--- src/hw/rtl/epm_pkg.sv ---
// Shared constants, types and codes of the eta-phi pair matcher.
`timescale 1ns / 1ps
package epm_pkg;

    localparam int MAX_TRACKS   = 32;
    localparam int MAX_SEGMENTS = 32;
    localparam int QUERY_FACTOR = 3;

    localparam int CHAIN_DEPTH = (MAX_TRACKS > MAX_SEGMENTS) ? MAX_TRACKS : MAX_SEGMENTS;
    localparam int IDX_W       = (CHAIN_DEPTH > 1) ? $clog2(CHAIN_DEPTH) : 1;
    localparam int CNT_W       = $clog2(CHAIN_DEPTH + 1);
    localparam int STEP_W      = $clog2(2 * CHAIN_DEPTH + 1);

    localparam int ETA_W     = 16;
    localparam int PHI_W     = 15;
    localparam int CUT_W     = 15;
    localparam int KIND_W    = 2;
    localparam int OUT_IDX_W = 5;
    localparam int CFG_IDX_W = 1;

    localparam logic [CUT_W-1:0] CUT_RESET = 15'd3277;
    localparam int PI_Q     = 12868;
    localparam int TWO_PI_Q = 25736;

    localparam logic [KIND_W-1:0] KIND_CLEAR   = 2'd0;
    localparam logic [KIND_W-1:0] KIND_TRACK   = 2'd1;
    localparam logic [KIND_W-1:0] KIND_SEGMENT = 2'd2;

    localparam logic [CFG_IDX_W-1:0] REG_TS_CUT = 1'd0;
    localparam logic [CFG_IDX_W-1:0] REG_SS_CUT = 1'd1;

    typedef struct packed {
        logic signed [ETA_W-1:0] eta;
        logic signed [PHI_W-1:0] phi;
    } pt_t;

    typedef struct packed {
        logic             valid;
        logic             seg;
        logic             done;
        logic [IDX_W-1:0] idx;
    } tok_t;

    typedef struct packed {
        logic             valid;
        logic             seg;
        logic             done;
        logic [IDX_W-1:0] idx;
        logic             msg;
    } res_t;

endpackage

--- src/hw/rtl/epm_cell.sv ---
// One storage cell of the point ring: holds a single eta-phi point.
`timescale 1ns / 1ps
module epm_cell
    import epm_pkg::*;
(
    input  logic clk,
    input  logic shift,
    input  pt_t  nbr_pt,
    input  logic wr,
    input  pt_t  wr_pt,
    output pt_t  pt
);

    pt_t pt_reg;

    always_ff @(posedge clk)
    begin
        if (shift)
        begin
            pt_reg <= nbr_pt;
        end
        else if (wr)
        begin
            pt_reg <= wr_pt;
        end
    end

    assign pt = pt_reg;

endmodule

--- src/hw/rtl/epm_chain.sv ---
// Ring of point cells that rotates one place per shift towards the head cell.
`timescale 1ns / 1ps
module epm_chain
    import epm_pkg::*;
(
    input  logic             clk,
    input  logic             shift,
    input  logic             wr,
    input  logic [IDX_W-1:0] wr_idx,
    input  pt_t              wr_pt,
    output pt_t              head
);

    pt_t cell_pt [CHAIN_DEPTH];

    for (genvar k = 0; k < CHAIN_DEPTH; k++)
    begin : g_cell
        localparam int NXT = (k + 1) % CHAIN_DEPTH;

        epm_cell u_cell (
            .clk    (clk),
            .shift  (shift),
            .nbr_pt (cell_pt[NXT]),
            .wr     (wr && (wr_idx == IDX_W'(k))),
            .wr_pt  (wr_pt),
            .pt     (cell_pt[k])
        );
    end

    assign head = cell_pt[0];

endmodule

--- config.mk ---
export PLATFORM = sky130hd
export DESIGN_NAME = epm_chain
export DESIGN_NICKNAME = d
export VERILOG_FILES = /design/src/hw/rtl/epm_pkg.sv /design/src/hw/rtl/epm_cell.sv /design/src/hw/rtl/epm_chain.sv
export SDC_FILE = /design/constraint.sdc
export NUM_CORES = 2
export LEC_CHECK = 0
export BUFFER_PORTS_ARGS = -buffer_cell sky130_fd_sc_hd__buf_4
export CAP_MARGIN = 20
export CORE_ASPECT_RATIO = 1.4
export CORE_UTILIZATION = 50
export CTS_CLUSTER_SIZE = 20
export DETAILED_ROUTE_END_ITERATION = 16
export HOLD_SLACK_MARGIN = 0.15
export PLACE_DENSITY_LB_ADDON = 0.2
export SYNTH_ARGS = -nofsm -noshare
export SYNTH_HDL_FRONTEND = slang
export SYNTH_HIERARCHICAL = 1
export SYNTH_SLANG_ARGS = --single-unit
--- constraint.sdc ---
create_clock -name clk -period 2.32 [get_ports clk]
set_input_delay 0.116 -clock clk [delete_from_list [all_inputs] [get_ports clk]]
set_output_delay 0.116 -clock clk [all_outputs]
set_load 0.1 [all_outputs]
==> impl_metrics.csv <==
group,metric,value,unit
outcome,status,"finished clean",
pwr,p_int,32.5,mW
pwr,p_switching,9.18,mW
floorplan,die_h,365,um
critical_path,crit_chain,"dlygate4sd3_1 > buf_4 > nand4b_1 > dlygate4sd3_1 > nor2_1 > or2_2 > buf_12",
timing,setup_tns,0,ns
clocking,clk_pin_slew_worst_paths,0.06,ns
yosys,synth_nets,2230,
place,placed_area,48100,um^2
clocking,cts_buffers,93,
final_layout,nets,2389,
pwr,powerDensity,811,nW/um^2
detailed_routing,routed_wl,86100,um
clocking,cts_tree,"done",
floorplan,ios,70,
critical_path,rrSetupSlack,0.90,ns
min_path,hold_start,"wr_idx[1]",
job,maxCapViolations,0,
clocking,clock_sink_count,992,
critical_path,cpMaxStageDelayCell,"dlygate4sd3_1",
critical_path,rr_endpoint,"g_cell[12].u_cell/pt[18]",
place,io_buffers,69,
place,place_congestion,0.762,
critical_path,cp_top_family,"buffers and inverters",
final_layout,diodes,0,
yosys,synth_top_area_share,63.2,%
global_routing,grt-ovfl-total,0,
pwr,combPwrFrac,11.2,%
timing,finalCriticalPeriod,1.77,ns
min_path,hold_path_end,"g_cell[27].u_cell/pt[5]",
yosys,avgSynthCellArea,21.5,um^2
timing,worstMarginPinSlew,0.643,ns
floorplan,rows,132,
global_routing,track_usage,18.3,%
yosys,synth_warnings,6,
detailed_routing,via_per_inst,5.41,
critical_path,cpMostUsedCell,"dlygate4sd3_1",
critical_path,crit_arrival,2.18,ns
final_layout,drive_gt1_share,54.4,%
detailed_routing,drtIter0Drc,1594,
yosys,synth_top_area_cell,"edfxtp_1",
critical_path,cp.buffers_inverters,4,
pwr,ir_drop,0.552,mV
clocking,clock_path_buffers,3,
floorplan,core_area,93000,um^2
timing,slew_headroom,57.1,%
pwr,switching_share,22.0,%
timing,slew_violations,0,
yosys,yosys_register_bits,992,
detailed_routing,wire_per_inst,23.7,um
timing,hold_viol_final,0,
place,dp_hpwl,48600,um
timing,finalSetupViolations,0,
timing,skew,0.0102,ns
critical_path,crit_fanout,30,
critical_path,reg2regPathDepth,2,
floorplan,die_w,262,um
pwr,seq_power_share,52.6,%
yosys,ys.flop_type,"edfxtp_1",
floorplan,start_util,50.7,%
critical_path,crit_type,"in -> reg",
yosys,synthMostInstantiatedCell,"edfxtp_1",
final_layout,syn_to_final_growth,9.04,%
clocking,insertion_delay,0.66,ns
timing,fin_crit_sh,76.3,%
detailed_routing,first_pass_iters,6,
floorplan,die-area,95600,um^2
clocking,clockRootBuffer,"clkbuf_16",
detailed_routing,detailroute.via_count,19629,
min_path,holdPathStages,4,
global_routing,antenna_found_initial,0,
global_routing,grt_pass1_wl,133000,um
timing,hold_slack,0.256,ns
detailed_routing,wl_met1,41000,um
yosys,synthArstFlopShare,0,%
yosys,synthTopCellsByCount,"edfxtp_1, mux2_4, buf_12, mux2_2, or2_1",
final_layout,fillers,6925,
critical_path,required,2.73,ns
critical_path,worstSetupEndpointType,"register",
global_routing,grt_max_degree,86,
final_layout,largest_reg_flops,992,
clocking,post-cts-setup-buffer-count,0,
yosys,syn_inst,2191,
detailed_routing,wl_met2,40400,um
global_routing,grt_pass1_vias,20550,
yosys,ys_seq_area_share,63.2,%
yosys,synth_area,47200,um^2
detailed_routing,ant_nets,0,
pwr,p_clk_share,36.2,%
critical_path,critPathLaunchType,"input pin",
pwr,power.leakage,20.3,nW
clocking,cts_resized,0,
detailed_routing,top_layer_used,"met4",
min_path,min_path_type,"in -> reg",
timing,fmax,565,MHz
final_layout,final_area,51400,um^2
timing,rsz0062_at_grt,"no",
yosys,synth-edff-count,992,
detailed_routing,dr_wl_met3,3110,um
clocking,h-tree-depth,3,
yosys,synth_area_leaders,"edfxtp_1, mux2_4, buf_12",
detailed_routing,remaining_drc_errors,0,
critical_path,r2r-start,"g_cell[13].u_cell/pt[18]",
yosys,ys_types,14,
critical_path,cp_slowest_stage_delay,0.58,ns
through the flow:
step | power [mW] | util [%] | instances | setup WS [ns]
final | 41.7 | 55.3 | 3631 | 0.549
after global routing | 43.1 | 55.3 | 3631 | 0.519
after CTS | 42.2 | 55.3 | 3631 | 0.645
after detailed placement | 26.9 | 51.8 | 3426 | 0.574
after global placement | 26.8 | 51.8 | 3426 | 0.616
after floorplan | 25.9 | - | 2191 | 0.438
layout make-up:
cell class	instances	area (um^2)	share of cell area [%]
multi-input cells	1068	15100	29.3
flip-flops and latches	992	29800	57.9
well taps	1206	1510	2.93
clock buffers	114	2450	4.76
repair buffers	195	2100	4.08
clock inverters	56	502	0.976
layout by cell type (no fill, tap or decap):
| cell type | Yosys | routed |
|---|---|---|
| edfxtp_1 | 992 | 992 |
| clkbuf_16 | 0 | 95 |
| buf_12 | 96 | 42 |
| buf_4 | 0 | 117 |
| nand4b_1 | 3 | 3 |
| dlygate4sd3_1 | 0 | 35 |
| or2_1 | 33 | 4 |
| nand4bb_1 | 3 | 3 |
| buf_16 | 0 | 1 |
| or2_2 | 0 | 29 |
| bufinv_16 | 0 | 9 |
| nor2_1 | 32 | 32 |
| or4b_4 | 1 | 1 |
| nand2_1 | 1 | 1 |
| nand4_1 | 1 | 1 |
| clkinvlp_4 | 0 | 4 |
| inv_6 | 0 | 1 |
| nand2b_1 | 2 | 2 |
| clkbuf_1 | 3 | 19 |
| mux2_4 | 928 | 928 |
| clkinv_2 | 0 | 28 |
| mux2_2 | 64 | 64 |
| clkinv_1 | 0 | 14 |
tightest hold or removal path, stage by stage:
cell,delay (ns)
buf_4,0.10
nand2_1,0.26
nor2_1,0.16
or2_2,0.14
layer usage:
layer  vias up  global-route usage, %
met3       100                   2.73
met1     10340                   26.6
met5         -                      0
met4         0                   5.10
met2       323                   28.6
li1       8866                      -
power by group through the flow:
stage	sequential, mW	clock (mW)	combinational (mW)
after floorplan	22.4	0	3.50
after global placement	22.3	0	4.54
after detailed placement	22.3	0	4.61
after CTS	21.9	15.6	4.72
after global routing	22.0	16.2	4.95
final	21.9	15.1	4.67
logic make-up (layout without fill, tap and decap cells):
logic type / count (synthesis) / in the layout / share of synthesized area (%)
mux: 992 / 992 / 31.1
buf+inv: 131 / 365 / 4.86
simple gates: 76 / 76 / 0.897
flops: 992 / 992 / 63.2
repair_timing:
item | in CTS | in global routing
endpoints found under the setup margin | 0 | 0
endpoints found under the hold margin | 946 | 0
hold buffers | 35 | 0
worst max path at each step:
stage                                           to  slack, ns       from  cells past startpoint
final                     g_cell[27].u_cell/pt[10]       0.55  wr_idx[3]                      7
after detailed placement  g_cell[26].u_cell/pt[26]       0.57      shift                      5
after global placement    g_cell[27].u_cell/pt[24]       0.62      shift                      5
after CTS                 g_cell[26].u_cell/pt[26]       0.65      shift                      6
after global routing      g_cell[27].u_cell/pt[17]       0.52  wr_idx[3]                      7
after floorplan             g_cell[3].u_cell/pt[0]       0.44  wr_idx[4]                      3
Note: power is estimated with default switching activity, not from simulation.
