===== src/hw/rtl/epm_pkg.sv =====
// Shared constants, types and codes of the eta-phi pair matcher.
`timescale 1ns / 1ps
package epm_pkg;

    localparam int MAX_TRACKS   = 32;
    localparam int MAX_SEGMENTS = 32;
    localparam int QUERY_FACTOR = 3;

    localparam int CHAIN_DEPTH = (MAX_TRACKS > MAX_SEGMENTS) ? MAX_TRACKS : MAX_SEGMENTS;
    localparam int IDX_W       = (CHAIN_DEPTH > 1) ? $clog2(CHAIN_DEPTH) : 1;
    localparam int CNT_W       = $clog2(CHAIN_DEPTH + 1);
    localparam int STEP_W      = $clog2(2 * CHAIN_DEPTH + 1);

    localparam int ETA_W     = 16;
    localparam int PHI_W     = 15;
    localparam int CUT_W     = 15;
    localparam int KIND_W    = 2;
    localparam int OUT_IDX_W = 5;
    localparam int CFG_IDX_W = 1;

    localparam logic [CUT_W-1:0] CUT_RESET = 15'd3277;
    localparam int PI_Q     = 12868;
    localparam int TWO_PI_Q = 25736;

    localparam logic [KIND_W-1:0] KIND_CLEAR   = 2'd0;
    localparam logic [KIND_W-1:0] KIND_TRACK   = 2'd1;
    localparam logic [KIND_W-1:0] KIND_SEGMENT = 2'd2;

    localparam logic [CFG_IDX_W-1:0] REG_TS_CUT = 1'd0;
    localparam logic [CFG_IDX_W-1:0] REG_SS_CUT = 1'd1;

    typedef struct packed {
        logic signed [ETA_W-1:0] eta;
        logic signed [PHI_W-1:0] phi;
    } pt_t;

    typedef struct packed {
        logic             valid;
        logic             seg;
        logic             done;
        logic [IDX_W-1:0] idx;
    } tok_t;

    typedef struct packed {
        logic             valid;
        logic             seg;
        logic             done;
        logic [IDX_W-1:0] idx;
        logic             msg;
    } res_t;

endpackage


===== src/hw/rtl/epm_dist.sv =====
// Distance pipeline: differences with phi wrap, squares, and the two cut tests.
`timescale 1ns / 1ps
module epm_dist
    import epm_pkg::*;
(
    input  logic             clk,
    input  logic             rst_n,
    input  logic             adv,
    input  tok_t             tok,
    input  pt_t              pt_a,
    input  pt_t              pt_b,
    input  logic [CUT_W-1:0] ts_cut,
    input  logic [CUT_W-1:0] ss_cut,
    output res_t             res
);

    localparam int DE_W  = ETA_W + 1;
    localparam int DPR_W = PHI_W + 2;
    localparam int DE2_W = 2 * DE_W;
    localparam int DP2_W = 2 * PHI_W;
    localparam int D2_W  = DE2_W + 1;
    localparam int C2_W  = 2 * CUT_W;
    localparam int Q_W   = CUT_W + $clog2(QUERY_FACTOR + 1);
    localparam int Q2_W  = 2 * Q_W;
    localparam int CMP_W = (D2_W > Q2_W) ? D2_W : Q2_W;

    localparam logic signed [DPR_W-1:0] PI_S     = DPR_W'(PI_Q);
    localparam logic signed [DPR_W-1:0] NEG_PI_S = -DPR_W'(PI_Q);
    localparam logic signed [DPR_W-1:0] TWO_PI_S = DPR_W'(TWO_PI_Q);

    logic signed [DE_W-1:0]  de_c;
    logic signed [DPR_W-1:0] dpr_c;
    logic signed [DPR_W-1:0] dpw_c;

    tok_t                    s1_tok_reg;
    logic signed [DE_W-1:0]  s1_de_reg;
    logic signed [PHI_W-1:0] s1_dp_reg;

    tok_t                    s2_tok_reg;
    logic [DE2_W-1:0]        s2_de2_reg;
    logic [DP2_W-1:0]        s2_dp2_reg;

    logic [Q_W-1:0]          ts_q_reg;
    logic [Q_W-1:0]          ss_q_reg;
    logic [C2_W-1:0]         ts_c2_reg;
    logic [C2_W-1:0]         ss_c2_reg;
    logic [Q2_W-1:0]         ts_q2_reg;
    logic [Q2_W-1:0]         ss_q2_reg;

    logic [D2_W-1:0]         d2_c;
    logic [CMP_W-1:0]        c2_c;
    logic [CMP_W-1:0]        q2_c;

    assign de_c  = {pt_a.eta[ETA_W-1], pt_a.eta} - {pt_b.eta[ETA_W-1], pt_b.eta};
    assign dpr_c = {{2{pt_a.phi[PHI_W-1]}}, pt_a.phi} - {{2{pt_b.phi[PHI_W-1]}}, pt_b.phi};

    always_comb
    begin
        if (dpr_c > PI_S)
        begin
            dpw_c = dpr_c - TWO_PI_S;
        end
        else if (dpr_c < NEG_PI_S)
        begin
            dpw_c = dpr_c + TWO_PI_S;
        end
        else
        begin
            dpw_c = dpr_c;
        end
    end

    // The cut squares follow the configuration registers continuously.
    always_ff @(posedge clk)
    begin
        ts_q_reg  <= Q_W'(QUERY_FACTOR) * Q_W'(ts_cut);
        ss_q_reg  <= Q_W'(QUERY_FACTOR) * Q_W'(ss_cut);
        ts_c2_reg <= C2_W'(ts_cut) * C2_W'(ts_cut);
        ss_c2_reg <= C2_W'(ss_cut) * C2_W'(ss_cut);
        ts_q2_reg <= Q2_W'(ts_q_reg) * Q2_W'(ts_q_reg);
        ss_q2_reg <= Q2_W'(ss_q_reg) * Q2_W'(ss_q_reg);
    end

    always_ff @(posedge clk or negedge rst_n)
    begin
        if (!rst_n)
        begin
            s1_tok_reg <= '0;
            s2_tok_reg <= '0;
        end
        else if (adv)
        begin
            s1_tok_reg <= tok;
            s2_tok_reg <= s1_tok_reg;
        end
    end

    always_ff @(posedge clk)
    begin
        if (adv)
        begin
            s1_de_reg  <= de_c;
            s1_dp_reg  <= dpw_c[PHI_W-1:0];
            s2_de2_reg <= $unsigned(DE2_W'(s1_de_reg) * DE2_W'(s1_de_reg));
            s2_dp2_reg <= $unsigned(DP2_W'(s1_dp_reg) * DP2_W'(s1_dp_reg));
        end
    end

    assign d2_c = D2_W'(s2_de2_reg) + D2_W'(s2_dp2_reg);
    assign c2_c = s2_tok_reg.seg ? CMP_W'(ss_c2_reg) : CMP_W'(ts_c2_reg);
    assign q2_c = s2_tok_reg.seg ? CMP_W'(ss_q2_reg) : CMP_W'(ts_q2_reg);

    always_comb
    begin
        res.valid = s2_tok_reg.valid && (CMP_W'(d2_c) < q2_c);
        res.seg   = s2_tok_reg.seg;
        res.done  = s2_tok_reg.done;
        res.idx   = s2_tok_reg.idx;
        res.msg   = CMP_W'(d2_c) < c2_c;
    end

endmodule


===== config.mk =====
export PLATFORM = sky130hd
export DESIGN_NAME = epm_dist
export DESIGN_NICKNAME = d
export VERILOG_FILES = /design/src/hw/rtl/epm_pkg.sv /design/src/hw/rtl/epm_dist.sv
export SDC_FILE = /design/constraint.sdc
export NUM_CORES = 2
export LEC_CHECK = 0
export BUFFER_PORTS_ARGS = -buffer_cell sky130_fd_sc_hd__buf_4
export CAP_MARGIN = 15
export CORE_MARGIN = 1
export CORE_UTILIZATION = 60
export CTS_CLUSTER_DIAMETER = 30
export DETAILED_ROUTE_END_ITERATION = 6
export MAX_ROUTING_LAYER = met4
export PLACE_DENSITY = 0.78
export SKIP_CTS_REPAIR_TIMING = 1
export SLEW_MARGIN = 20
export SYNTH_ARGS = -nofsm -noshare
export SYNTH_HDL_FRONTEND = slang
export SYNTH_SLANG_ARGS = --single-unit

===== constraint.sdc =====
create_clock -name clk -period 6.1 [get_ports clk]
set_input_delay 1.22 -clock clk [delete_from_list [all_inputs] [get_ports clk]]
set_output_delay 1.22 -clock clk [all_outputs]
set_load 0.02 [all_outputs]

==> impl_metrics.env <==
export IMPL_core_area_um2=96900
export IMPL_track_usage_pct=30.1
export IMPL_grt_pass1_vias=48612
export IMPL_cts_made_buffers=53
export IMPL_cts_root_buf="clkbuf_16"
export IMPL_critPathArrivalTime_ns=5.24
export IMPL_dr_total_vias=44997
export IMPL_status="finished, violations left"
export IMPL_grt_first_pass_wirelength_mm=232
export IMPL_antenna_found_initial=2
export IMPL_h_tree_depth=2
export IMPL_nFillCells=6520
export IMPL_r2r_slack_ns=-0.22
export IMPL_drv_slew=0
export IMPL_synthTopCellsByArea="fa_1, ha_1, inv_1"
export IMPL_setup_violations=14
export IMPL_cp_required_ns=4.88
export IMPL_critPathTopFamily="compound AO/OA/AOI/OAI gates"
export IMPL_clkSinkCount=266
export IMPL_seq_area_um2=6430
export IMPL_layout_common_cells="inv_1, fa_1, buf_4, ha_1, nand2_1"
export IMPL_grt_max_degree=54
export IMPL_drive_gt1_share_pct=21.3
export IMPL_muxShareOfSynthArea_pct=1.47
export IMPL_async_reset_ff_share_pct=6.02
export IMPL_fin_ws_ns=-0.356
export IMPL_dr_pass1_iters=7
export IMPL_netlist_instances=6223
export IMPL_avgRoutedWirePerCell_um=17.3
export IMPL_critical_path_depth=22
export IMPL_ys_flop_type="dfxtp_1"
export IMPL_clk_pin_slew_worst_paths_ns=0.06
export IMPL_hold_violations=0
export IMPL_final_common_cell="inv_1"
export IMPL_synth_top_family_by_area="adder cells"
export IMPL_multi_input_area_um2=47600
export IMPL_rsz0062_at_grt="true"
export IMPL_synth_avg_cell_area_um2=9.44
export IMPL_crit_chain="ha_4 -> a21o_1 -> a21o_1 -> a21o_1 -> a211oi_2 -> a21oi_4 -> o311ai_4 -> o21ai_2 -> o31a_1 -> xor2_2 -> ha_1 -> a21o_1 -> a21o_1 -> a211oi_2 -> nand2_1 -> o2111ai_2 -> nor3_1 -> nor2_1 -> o21ai_1 -> a211oi_2 -> buf_4 -> buf_6"
export IMPL_maxCapViolCount=0
export IMPL_path_buf_inv=2
export IMPL_avgViaCountPerCell=5.36
export IMPL_clkLatencyLatePin_ns=0.61
export IMPL_fp_row_count=114
export IMPL_ios=112
export IMPL_worst_path_max_fanout=4
export IMPL_drtIter0Drc=2800
export IMPL_startpoint="s2_dp2_reg[10]"
export IMPL_die_h_um=315
export IMPL_gp_congestion=0.937
export IMPL_cts_tree="done"
export IMPL_ys_warn_count=0
export IMPL_cp_end_kind="output pin"
export IMPL_crit_path_end="res[8]"
export IMPL_synth_edf_count=94
export IMPL_fmax_ghz=0.155
export IMPL_cp_slowest_cell="edfxtp_1"
export IMPL_numPortBuffers=111
export IMPL_yosysUniqueCellTypes=92
export IMPL_hp_class="in -> async"
export IMPL_violations="DRC, setup timing"
export IMPL_route_detailed_drc=9
export IMPL_die_area_um2=99200
export IMPL_fin_crit_sh_pct=106
export IMPL_relSlewSlack_pct=46.7
export IMPL_place_ws_ns=-0.824
export IMPL_period_needed_ns=6.46
export IMPL_routed_wl_mm=146
export IMPL_regToRegStartpoint="s1_dp_reg[4]"
export IMPL_critPathKind="reg -> out"
export IMPL_slowest_delay_ns=0.44
export IMPL_ys_seq_elements=266
export IMPL_synth_compound_area_share_pct=7.36
export IMPL_drtAntennaViolNets=0
export IMPL_cp_common_cell="a21o_1"
export IMPL_reg2reg_depth=23
export IMPL_skew_ns=0.0148
export IMPL_synth_top_area_share_pct=38.1
export IMPL_yosys_area_top_type="fa_1"
export IMPL_syn_area_um2=58800
export IMPL_synthSimpleGateAreaFrac_pct=10.3
export IMPL_syn_nets=8200
export IMPL_worstMarginPinSlew_ns=0.800
export IMPL_fin_nets=9055
export IMPL_dpl_hpwl_mm=120
export IMPL_seq_area_frac_synth_pct=10.8
export IMPL_syn_to_final_growth_pct=20.7
export IMPL_grt_overflow=0
export IMPL_clk_path_buf_depth=3
export IMPL_synth_xor_area_share_pct=4.39
export IMPL_start_kind="flop"
export IMPL_start_util_pct=60.7
export IMPL_synthAdderAreaFrac_pct=54.2
export IMPL_r2r_end="s2_dp2_reg[28]"
export IMPL_die_w_um=315
## cells in the mapped netlist (7+ instances only)
| cell | n |
|---|---|
| clkbuf_1 | 112 |
| a211oi_1 | 23 |
| and2_1 | 242 |
| nand2b_1 | 32 |
| o21bai_1 | 28 |
| dfxtp_1 | 156 |
| a21o_1 | 103 |
| o21a_1 | 40 |
| buf_4 | 7 |
| mux2_2 | 20 |
| ha_1 | 755 |
| or2_2 | 25 |
| a31oi_1 | 23 |
| o21ai_0 | 101 |
| o31a_1 | 9 |
| nand4_1 | 15 |
| o31ai_1 | 7 |
| o211ai_1 | 15 |
| xor2_1 | 67 |
| dfrtp_1 | 16 |
| nand2_1 | 503 |
| or3_1 | 12 |
| edfxtp_1 | 94 |
| nor2b_1 | 43 |
| a21oi_1 | 183 |
| inv_1 | 1652 |
| a31o_2 | 16 |
| nor3_1 | 47 |
| mux2i_1 | 64 |
| and3_1 | 33 |
| a21boi_0 | 12 |
| fa_1 | 1119 |
| a211o_1 | 8 |
| nor2_1 | 242 |
| nand3_1 | 42 |
| nor4_1 | 9 |
| xnor2_1 | 224 |
| o2111ai_1 | 9 |
## metrics by stage
| stage | cells | TNS, ns | utilization [%] | cell area [µm²] | hold WS (ns) |
|---|---|---|---|---|---|
| after global placement | 8225 | -14.46 | 68.8 | 66600 | 0.481 |
| final | 8398 | -1.34 | 73.2 | 70900 | 0.453 |
| after CTS | 8322 | -9.46 | 70.6 | 68400 | 0.436 |
| after global routing | 8398 | -6.09 | 73.2 | 70900 | 0.459 |
| after floorplan | 6223 | -1.22 | - | 59200 | 0.403 |
| after detailed placement | 8225 | -19.21 | 68.8 | 66600 | 0.494 |
## worst min-delay path by stage
stage / to
finish: res[1]
global route: res[7]
CTS: res[7]
detailed placement: s1_tok_reg[6]
global placement: res[5]
floorplan: ss_q2_reg[0]
## worst reg2reg max path: cells and delay by family (launching register included)
| kind | cells | cell delay, ns |
|---|---|---|
| adder cells (fa/ha/maj) | 7 | 3.25 |
| buffers and inverters | 5 | 0.36 |
| AND/OR/NAND/NOR | 3 | 0.50 |
| flip-flops | 1 | 0.51 |
| XOR/XNOR | 1 | 0.08 |
| AO/OA/AOI/OAI | 7 | 1.39 |
## cells by family (layout without fill, tap and decap cells)
group                    count (synthesis)  after routing
buffers and inverters                 1782           2679
adder cells (fa/ha/maj)               1874           1874
multiplexers                            84             84
other                                    0              2
AO/OA/AOI/OAI                          648            648
AND/OR/NAND/NOR                       1276           1276
XOR/XNOR                               293            293
flip-flops                             266            266
## per-layer routing
metal	routed length [µm]	track usage, %	vias to the layer above
met5	0	-	-
met4	5520	9.36	0
met3	6860	2.75	382
met2	76800	53.5	1250
met1	56500	35.9	22597
li1	-	-	20768
## layout make-up
class / count / share of cell area, %
Antenna cell: 2 / 0.00706
Clock buffer: 55 / 1.91
Clock inverter: 42 / 0.683
Inverter: 1655 / 8.78
Multi-Input combinational cell: 4175 / 67.1
Sequential cell: 266 / 9.06
Tap cell: 1276 / 2.25
Timing Repair Buffer: 927 / 10.2
Power is left out: the tool's default activity adds up to more than one toggle a clock period on the data nets, which glitch-free logic cannot reach.
